===== src/hw/rtl/aard_pkg.sv =====
package aard_pkg;

	localparam int CFG_W = 13;
	localparam int PIX_W = 8;
	localparam int POS_W = 12;
	localparam int CFG_IDX_W = 2;
	localparam int QUO_W = 9;

	typedef logic [CFG_IDX_W-1:0] cfg_idx_t;

	localparam cfg_idx_t CFG_SRC_WIDTH  = 2'd0;
	localparam cfg_idx_t CFG_SRC_HEIGHT = 2'd1;
	localparam cfg_idx_t CFG_DST_WIDTH  = 2'd2;
	localparam cfg_idx_t CFG_DST_HEIGHT = 2'd3;

	typedef enum logic [2:0] {
		ST_CLEAR,
		ST_IDLE,
		ST_MUL1,
		ST_MUL2,
		ST_WB,
		ST_DIV,
		ST_EMIT
	} state_t;

endpackage


===== src/hw/rtl/aard_round_div.sv =====
module aard_round_div #(
	parameter int CHANNELS = 3,
	parameter int ACC_W = 32,
	parameter int D_W = 26
) (
	input  logic                             clk,
	input  logic                             arst_n,
	input  logic                             start,
	input  logic [ACC_W-1:0]                 sum [CHANNELS],
	input  logic [D_W-1:0]                   d,
	output logic                             done,
	output logic [aard_pkg::PIX_W-1:0]       quo [CHANNELS]
);
	import aard_pkg::*;

	localparam int R_W = D_W + 10;

	logic [R_W-1:0]   rem_q [CHANNELS];
	logic [QUO_W-1:0] qb_q [CHANNELS];
	logic [R_W-1:0]   dsr_q;
	logic [3:0]       cnt_q;
	logic             busy_q;
	logic             done_q;

	// restoring division of 2s+d by 2d, one quotient bit per cycle, msb first
	always_ff @(posedge clk or negedge arst_n) begin
		if (!arst_n) begin
			busy_q <= 1'b0;
			done_q <= 1'b0;
			cnt_q  <= '0;
		end else begin
			done_q <= 1'b0;
			if (start) begin
				busy_q <= 1'b1;
				cnt_q  <= 4'(QUO_W - 1);
			end else if (busy_q) begin
				cnt_q <= cnt_q - 4'd1;
				if (cnt_q == 4'd0) begin
					busy_q <= 1'b0;
					done_q <= 1'b1;
				end
			end
		end
	end

	always_ff @(posedge clk) begin
		if (start) begin
			dsr_q <= R_W'(d) << QUO_W;
			for (int ch = 0; ch < CHANNELS; ch++) begin
				rem_q[ch] <= (R_W'(sum[ch]) << 1) + R_W'(d);
				qb_q[ch]  <= '0;
			end
		end else if (busy_q) begin
			dsr_q <= dsr_q >> 1;
			for (int ch = 0; ch < CHANNELS; ch++) begin
				if (rem_q[ch] >= dsr_q) begin
					rem_q[ch] <= rem_q[ch] - dsr_q;
					qb_q[ch]  <= {qb_q[ch][QUO_W-2:0], 1'b1};
				end else begin
					qb_q[ch] <= {qb_q[ch][QUO_W-2:0], 1'b0};
				end
			end
		end
	end

	// saturate to the pixel range
	always_comb begin
		for (int ch = 0; ch < CHANNELS; ch++) begin
			quo[ch] = qb_q[ch][QUO_W-1] ? {PIX_W{1'b1}} : qb_q[ch][PIX_W-1:0];
		end
	end

	assign done = done_q;
endmodule


===== config.mk =====
export PLATFORM = sky130hd
export DESIGN_NAME = aard_round_div
export DESIGN_NICKNAME = d
export VERILOG_FILES = /design/src/hw/rtl/aard_pkg.sv /design/src/hw/rtl/aard_round_div.sv
export SDC_FILE = /design/constraint.sdc
export NUM_CORES = 1
export LEC_CHECK = 0
export BUFFER_PORTS_ARGS = -buffer_cell sky130_fd_sc_hd__clkbuf_2
export CAP_MARGIN = 10
export CORE_UTILIZATION = 44
export CTS_BUF_LIST = sky130_fd_sc_hd__clkbuf_8 sky130_fd_sc_hd__clkbuf_16
export DETAILED_ROUTE_END_ITERATION = 10
export PLACE_DENSITY = 0.71
export SYNTH_ARGS = -nofsm -noshare
export SYNTH_HDL_FRONTEND = slang
export SYNTH_SLANG_ARGS = --single-unit

===== constraint.sdc =====
create_clock -name clk -period 4.6 [get_ports clk]
set_input_delay 0 -clock clk [delete_from_list [all_inputs] [get_ports clk]]
set_output_delay 0 -clock clk [all_outputs]
set_load 0.02 [all_outputs]

==> results.toml, run 1 <==
[outcome]
status = "finished, final reports clean"

[routing]
avgViaCountPerCell = 5.91
drc = 0
postRouteAntennaNets = 0
drt_iter0_drc = 1436
via_count = 15700
drtPass1Iterations = 6
wl_per_cell_um = 19.3
wl_um = 51300

[cells_and_area]
drive_above_1_share_pct = 11.8
final_cell_mix = "203 x nand2_1, 197 x a21oi_1, 182 x ha_1"
fill_cells = 3568
nets = 2441
mostFrequentLayoutCell = "nand2_1"
synthToLayoutAreaGrowth_pct = 13.3
insertedDiodeCount = 0
final_util_pct = 50.8

[clocking]
clock_latency_ns = 0.44
cts_root_buffer = "clkbuf_16"
clockBufferDepth = 2
ctsResizeCount = 0
clkTransAtPathRegs_ns = 0.07
htreeDepth = 4
cts_tree = "built"
cts.sinks = 176
cts_buffers = 17

[synthesis]
netlist_area_sq_mm = 0.0169
yosysWarnings = 0
yosys_most_used_dff = "edfxtp_1"
synthCells = 1972
yosys_register_bits = 176
synth_cell_types = 79
synth_edf_count = 160
async_reset_ff_share_pct = 3.41
ys_seq_area_share_pct = 30.5
syn_area_per_cell_sq_um = 8.56
syn_nets = 2285

[floorplanning]
initial_core_util_pct = 44.8
die-area_sq_mm = 0.0391
design.portCount = 150
num_rows = 71
die_width_um = 198
core_sq_mm = 0.0377
dieHeight_um = 198

[sta]
worst_pin_slew_ns = 0.859
slew_viol_final = 0
slew-limit-headroom_pct = 42.7
finClkSkew_ns = 0.0119
min_period_over_period_pct = 93.3
hold_violations = 0
max_clock_freq_ghz = 0.233
period_minus_slack_ns = 4.29
setup_viol = 0
fin_hold_ws_ns = 0.00969
rsz0062_at_grt = "no"
setup_tns_ns = 0
final.setup.worst_slack_ns = 0.309

[placed_design]
hpwlAfterDp_um = 39800
pre_cts_slack_ns = 0.770
gp_congestion = 0.962
numPortBuffers = 149

[pwr]
clockPowerShare_pct = 9.9
p_comb_share_pct = 67.5
switching_share_pct = 48.1
power.switching_mw = 6.93
p_leak_nw = 8.28
p_seq_share_pct = 22.6
vdd_drop_max_mv = 0.323
intPower_mw = 7.48
powerDensity_mw_per_mm2 = 754

[grt]
antenna_found_initial = 0
track_usage_pct = 26.2
grt_pass1_wl_um = 79800
grt_max_degree = 70
grt_pass1_vias = 14700
overflow = 0

[worst_hold_path]
holdCritPathClass = "in2reg"

[worst_setup_path]
cp-end-kind = "register"
slowest_stage = "dlygate4sd3_1"
critPathMaxStageDelay_ns = 0.58
cp.arrival_ns = 4.59
critPathRequiredTime_ns = 4.90
path_max_fanout = 64
cpMostUsedCell = "nand2_1"
crit_family = "buffers and inverters"
crit_chain = "inv_1 > ha_1 > a21oi_1 > o21ai_0 > a22oi_1 > nand2_1 > a41oi_1 > o2111ai_1 > nand2_1 > inv_2 > nor3_4 > buf_12 > buf_4 > nand4_1 > dlygate4sd3_1 > o22ai_1"
worstSetupPathType = "reg2reg"
critPathBufInv = 5
crit_path_start_kind = "register"

[job]
cap_violations = 0
==> cell usage after synthesis (20+ instances only) <==
library cell,n,area share [%]
nand2b_1,34,1.3
xor2_1,80,4.2
or2_2,32,1.2
ha_1,182,13
o21bai_1,20,0.89
a21oi_1,197,5.8
nand3_1,44,1.3
xnor2_1,90,4.7
nand2_1,203,4.5
nor3_1,27,0.80
a21o_1,72,3.2
nor2b_1,30,1.1
inv_1,86,1.9
o21a_1,23,1.0
o21ai_0,163,4.8
nand4_1,24,0.89
clkbuf_1,51,1.1
edfxtp_1,160,28
nor2_1,138,3.1
and2_1,33,1.2
==> final cells by class <==
cell class / count / area, sq um / share of cell area (%)
multi-input combinational: 1636 / 11100 / 57.9
inverter: 87 / 327 / 1.71
clock inverter: 14 / 119 / 0.622
timing repair buffer: 210 / 1360 / 7.13
clock buffer: 18 / 439 / 2.30
tap: 511 / 639 / 3.34
sequential: 176 / 5150 / 27.0
==> kinds of logic (layout without fill, tap and decap cells) <==
kind of cell,Yosys count,count (layout),share of synthesized area (%)
AO/OA/AOI/OAI,636,636,23.6
multiplexers,20,20,1.22
buffers and inverters,160,329,3.82
AND/OR/NAND/NOR,622,622,17.8
flip-flops,176,176,30.5
adder cells (fa/ha/maj),188,188,14.2
XOR/XNOR,170,170,8.82
==> registers in the layout, summed over array words and instances (netlist names) <==
register  flops
rem_q       108
dsr_q        35
qb_q         27
cnt_q         4
busy_q        1
done          1
==> timing repair <==
action                    in CTS  in global routing
hold buffers                  44                  0
buffers inserted               0                  0
hold endpoints to repair      49                  0
==> metrics by stage <==
step	total power, mW	area, sq um	cells
after floorplan	10.4	16900	1972
after global placement	12.5	18100	2576
after detailed placement	12.7	18100	2576
after CTS	14.3	19100	2652
after global routing	15.5	19100	2652
final	14.4	19100	2652
==> worst register-to-register path: stages (launching register included) <==
cell and delay, ns:
edfxtp_1 0.39, inv_1 0.19, ha_1 0.33, a21oi_1 0.17
o21ai_0 0.16, a22oi_1 0.27, nand2_1 0.18, a41oi_1 0.28
o2111ai_1 0.20, nand2_1 0.18, inv_2 0.08, nor3_4 0.24
buf_12 0.31, buf_4 0.34, nand4_1 0.14, dlygate4sd3_1 0.58
o22ai_1 0.10
==> power groups by stage <==
stage / Sequential [mW] / Combinational, mW / Clock (mW)
CTS: 3.26 / 9.56 / 1.44
floorplan: 3.17 / 7.21 / 0
global route: 3.32 / 10.7 / 1.50
detailed placement: 3.28 / 9.44 / 0
finish: 3.26 / 9.73 / 1.42
global placement: 3.27 / 9.27 / 0
==> worst paths after layout <==
| check | start | depth (start not counted) | to | slack [ns] |
|---|---|---|---|---|
| max | dsr_q[9]$_DFFE_PP_ | 16 | rem_q[0][33]$_DFFE_PP_ | 0.31 |
| min | sum[90] | 3 | rem_q[0][27]$_DFFE_PP_ | 0.01 |
| max reg2reg | dsr_q[9]$_DFFE_PP_ | 16 | rem_q[0][33]$_DFFE_PP_ | 0.31 |
| min reg2reg | dsr_q[3]$_SDFFE_PP0P_ | 2 | dsr_q[3]$_SDFFE_PP0P_ | 0.53 |
| max in group asynchronous | arst_n | 3 | cnt_q[3]$_DFFE_PN0P_ | 3.83 |
| min in group asynchronous | arst_n | 3 | done$_DFF_PN0_ | 0.55 |
==> routing by layer <==
| metal | routed length [um] | track usage, % |
|---|---|---|
| met1 | 23700 | 37.3 |
| met5 | 0 | 0 |
| met4 | 975 | 7.12 |
| met3 | 3310 | 2.69 |
| met2 | 23300 | 42.2 |
(Power assumes the default switching activity.)
==> run 2, diff against run 1 <==
--- a/config.mk
+++ b/config.mk
@@ -8,7 +8,6 @@
 export BUFFER_PORTS_ARGS = -buffer_cell sky130_fd_sc_hd__clkbuf_2
 export CAP_MARGIN = 10
 export CORE_UTILIZATION = 44
-export CTS_BUF_LIST = sky130_fd_sc_hd__clkbuf_8 sky130_fd_sc_hd__clkbuf_16
 export DETAILED_ROUTE_END_ITERATION = 10
 export PLACE_DENSITY = 0.71
 export SYNTH_ARGS = -nofsm -noshare
==> constraint.sdc (replaced) <==
create_clock -name clk -period 4.6 [get_ports clk]
set_input_delay 0.23 -clock clk [delete_from_list [all_inputs] [get_ports clk]]
set_output_delay 0.23 -clock clk [all_outputs]
set_load 0.02 [all_outputs]
==> results.toml, run 2 (same netlist as run 1, synthesis figures left out) <==
[grt]
grt_max_degree = 111
track_usage_pct = 25.7
grt_pass1_wl_um = 77800
overflow = 0
grt_pass1_vias = 14500
antenna_found_initial = 0

[sta]
setup_tns_ns = 0
period_minus_slack_ns = 3.96
finClkSkew_ns = 0.0142
slew_viol_final = 0
setup_viol = 0
worst_pin_slew_ns = 0.903
min_period_over_period_pct = 86.1
max_clock_freq_ghz = 0.252
hold_violations = 0
slew-limit-headroom_pct = 39.8
rsz0062_at_grt = "no"

[worst_setup_path]
critPathRequiredTime_ns = 4.81
cp.arrival_ns = 4.17
worstSetupPathType = "reg2reg"
slowest_stage = "o31ai_2"
critPathBufInv = 2
crit_chain = "inv_1 > ha_1 > nor2b_1 > o31a_1 > o31ai_2 > o21ai_1 > nor3_1 > o41ai_1 > a21o_1 > nor3_4 > buf_12 > mux2_2"
critPathMaxStageDelay_ns = 0.40
crit_path_start_kind = "register"
cp-end-kind = "register"
crit_family = "compound AO/OA/AOI/OAI gates"
path_max_fanout = 110

[routing]
drc = 0
drtPass1Iterations = 6
postRouteAntennaNets = 0
wl_um = 50400
avgViaCountPerCell = 5.94
drt_iter0_drc = 1450
wl_per_cell_um = 19.3
via_count = 15500

[placed_design]
hpwlAfterDp_um = 39800
dp.cells = 2574
gp_congestion = 0.987
place_area_sq_mm = 0.0181
numPortBuffers = 149

[cells_and_area]
insertedDiodeCount = 0
largestRegisters = "rem_q: 108 flops, dsr_q: 35 flops, qb_q: 27 flops"
finalNonFillerCells = 2606
drive_above_1_share_pct = 11.9
largest_register_ffs = 108
synthToLayoutAreaGrowth_pct = 10.8
final_util_pct = 49.6
fill_cells = 3563
nets = 2396
finish.instance_area_sq_mm = 0.0187
largest-register = "rem_q"
final_cell_mix = "203 x nand2_1, 197 x a21oi_1, 182 x ha_1"
mostFrequentLayoutCell = "nand2_1"

[clocking]
htreeDepth = 4
cts_setup_buffers = 0
cts_root_buffer = "clkbuf_16"
clockBufferDepth = 2
cts.sinks = 176
cts_tree = "built"
clock_latency_ns = 0.45
cts_buffers = 17
clkTransAtPathRegs_ns = 0.07

[floorplanning]
core_sq_mm = 0.0377
die_width_um = 198
die-area_sq_mm = 0.0391
initial_core_util_pct = 44.8
num_rows = 71
design.portCount = 150
dieHeight_um = 198

[outcome]
status = "finished, final reports clean"

[worst_hold_path]
holdCritPathClass = "in2reg"

[pwr]
powerDensity_mw_per_mm2 = 771
p_leak_nw = 8.10
p_total_mw = 14.4
vdd_drop_max_mv = 0.836

[job]
cap_violations = 0
run 2: cell types whose count changed in the layout (fill, tap and decap cells not counted), sizes merged:
cell | before | now
dlygate4sd3 | 44 | 1
buf | 17 | 15
clkinvlp | 5 | 3
bufinv | 1 | 3
inv | 90 | 89
run 2: where the power goes:
group,switching [mW],internal (mW)
logic,5.91,3.70
clock network,0.674,0.854
registers,0.299,2.97
total,6.88,7.53
run 2: worst min-delay path: stages:
cell	delay, ns
clkbuf_2	0.09
nand2_1	0.05
o21ai_0	0.10
run 2: routing by layer:
layer | up-vias | routed length, um | track usage (%)
met5 | - | 0 | 0
met4 | 0 | 1450 | 9.02
met3 | 82 | 3660 | 2.71
met2 | 646 | 22500 | 41.2
met1 | 7283 | 22800 | 35.8
li1 | 7462 | - | -
run 2: cell type report:
class	instances	area, sq um	area share [%]
clock buffer	18	429	2.30
clock inverter	13	164	0.877
inverter	87	327	1.75
multi-input combinational	1636	11100	59.2
sequential	176	5150	27.6
tap	511	639	3.42
timing repair buffer	165	906	4.84
run 2: worst paths after layout:
kind	cells past startpoint	endpoint	from	slack (ns)
hold reg to reg	2	dsr_q[5]$_SDFFE_PP0P_	dsr_q[5]$_SDFFE_PP0P_	0.53
hold / removal	3	dsr_q[9]$_DFFE_PP_	d[0]	0.15
setup / recovery	12	rem_q[0][55]$_DFFE_PP_	dsr_q[2]$_SDFFE_PP0P_	0.64
max in group asynchronous	2	done$_DFF_PN0_	arst_n	4.25
min in group asynchronous	2	busy_q$_DFF_PN0_	arst_n	0.19
setup reg to reg	12	rem_q[0][55]$_DFFE_PP_	dsr_q[2]$_SDFFE_PP0P_	0.64
run 2: through the flow:
step	hold slack, ns	setup slack, ns
after floorplan	-0.0656	1.38
after detailed placement	0.0658	0.721
after global routing	0.162	0.493
after CTS	0.146	0.713
final	0.146	0.639
after global placement	0.0688	0.791
run 2: repair_timing:
item	CTS	global route
hold buffers	1	0
gates resized for setup	0	0
endpoints found under the hold margin	6	0
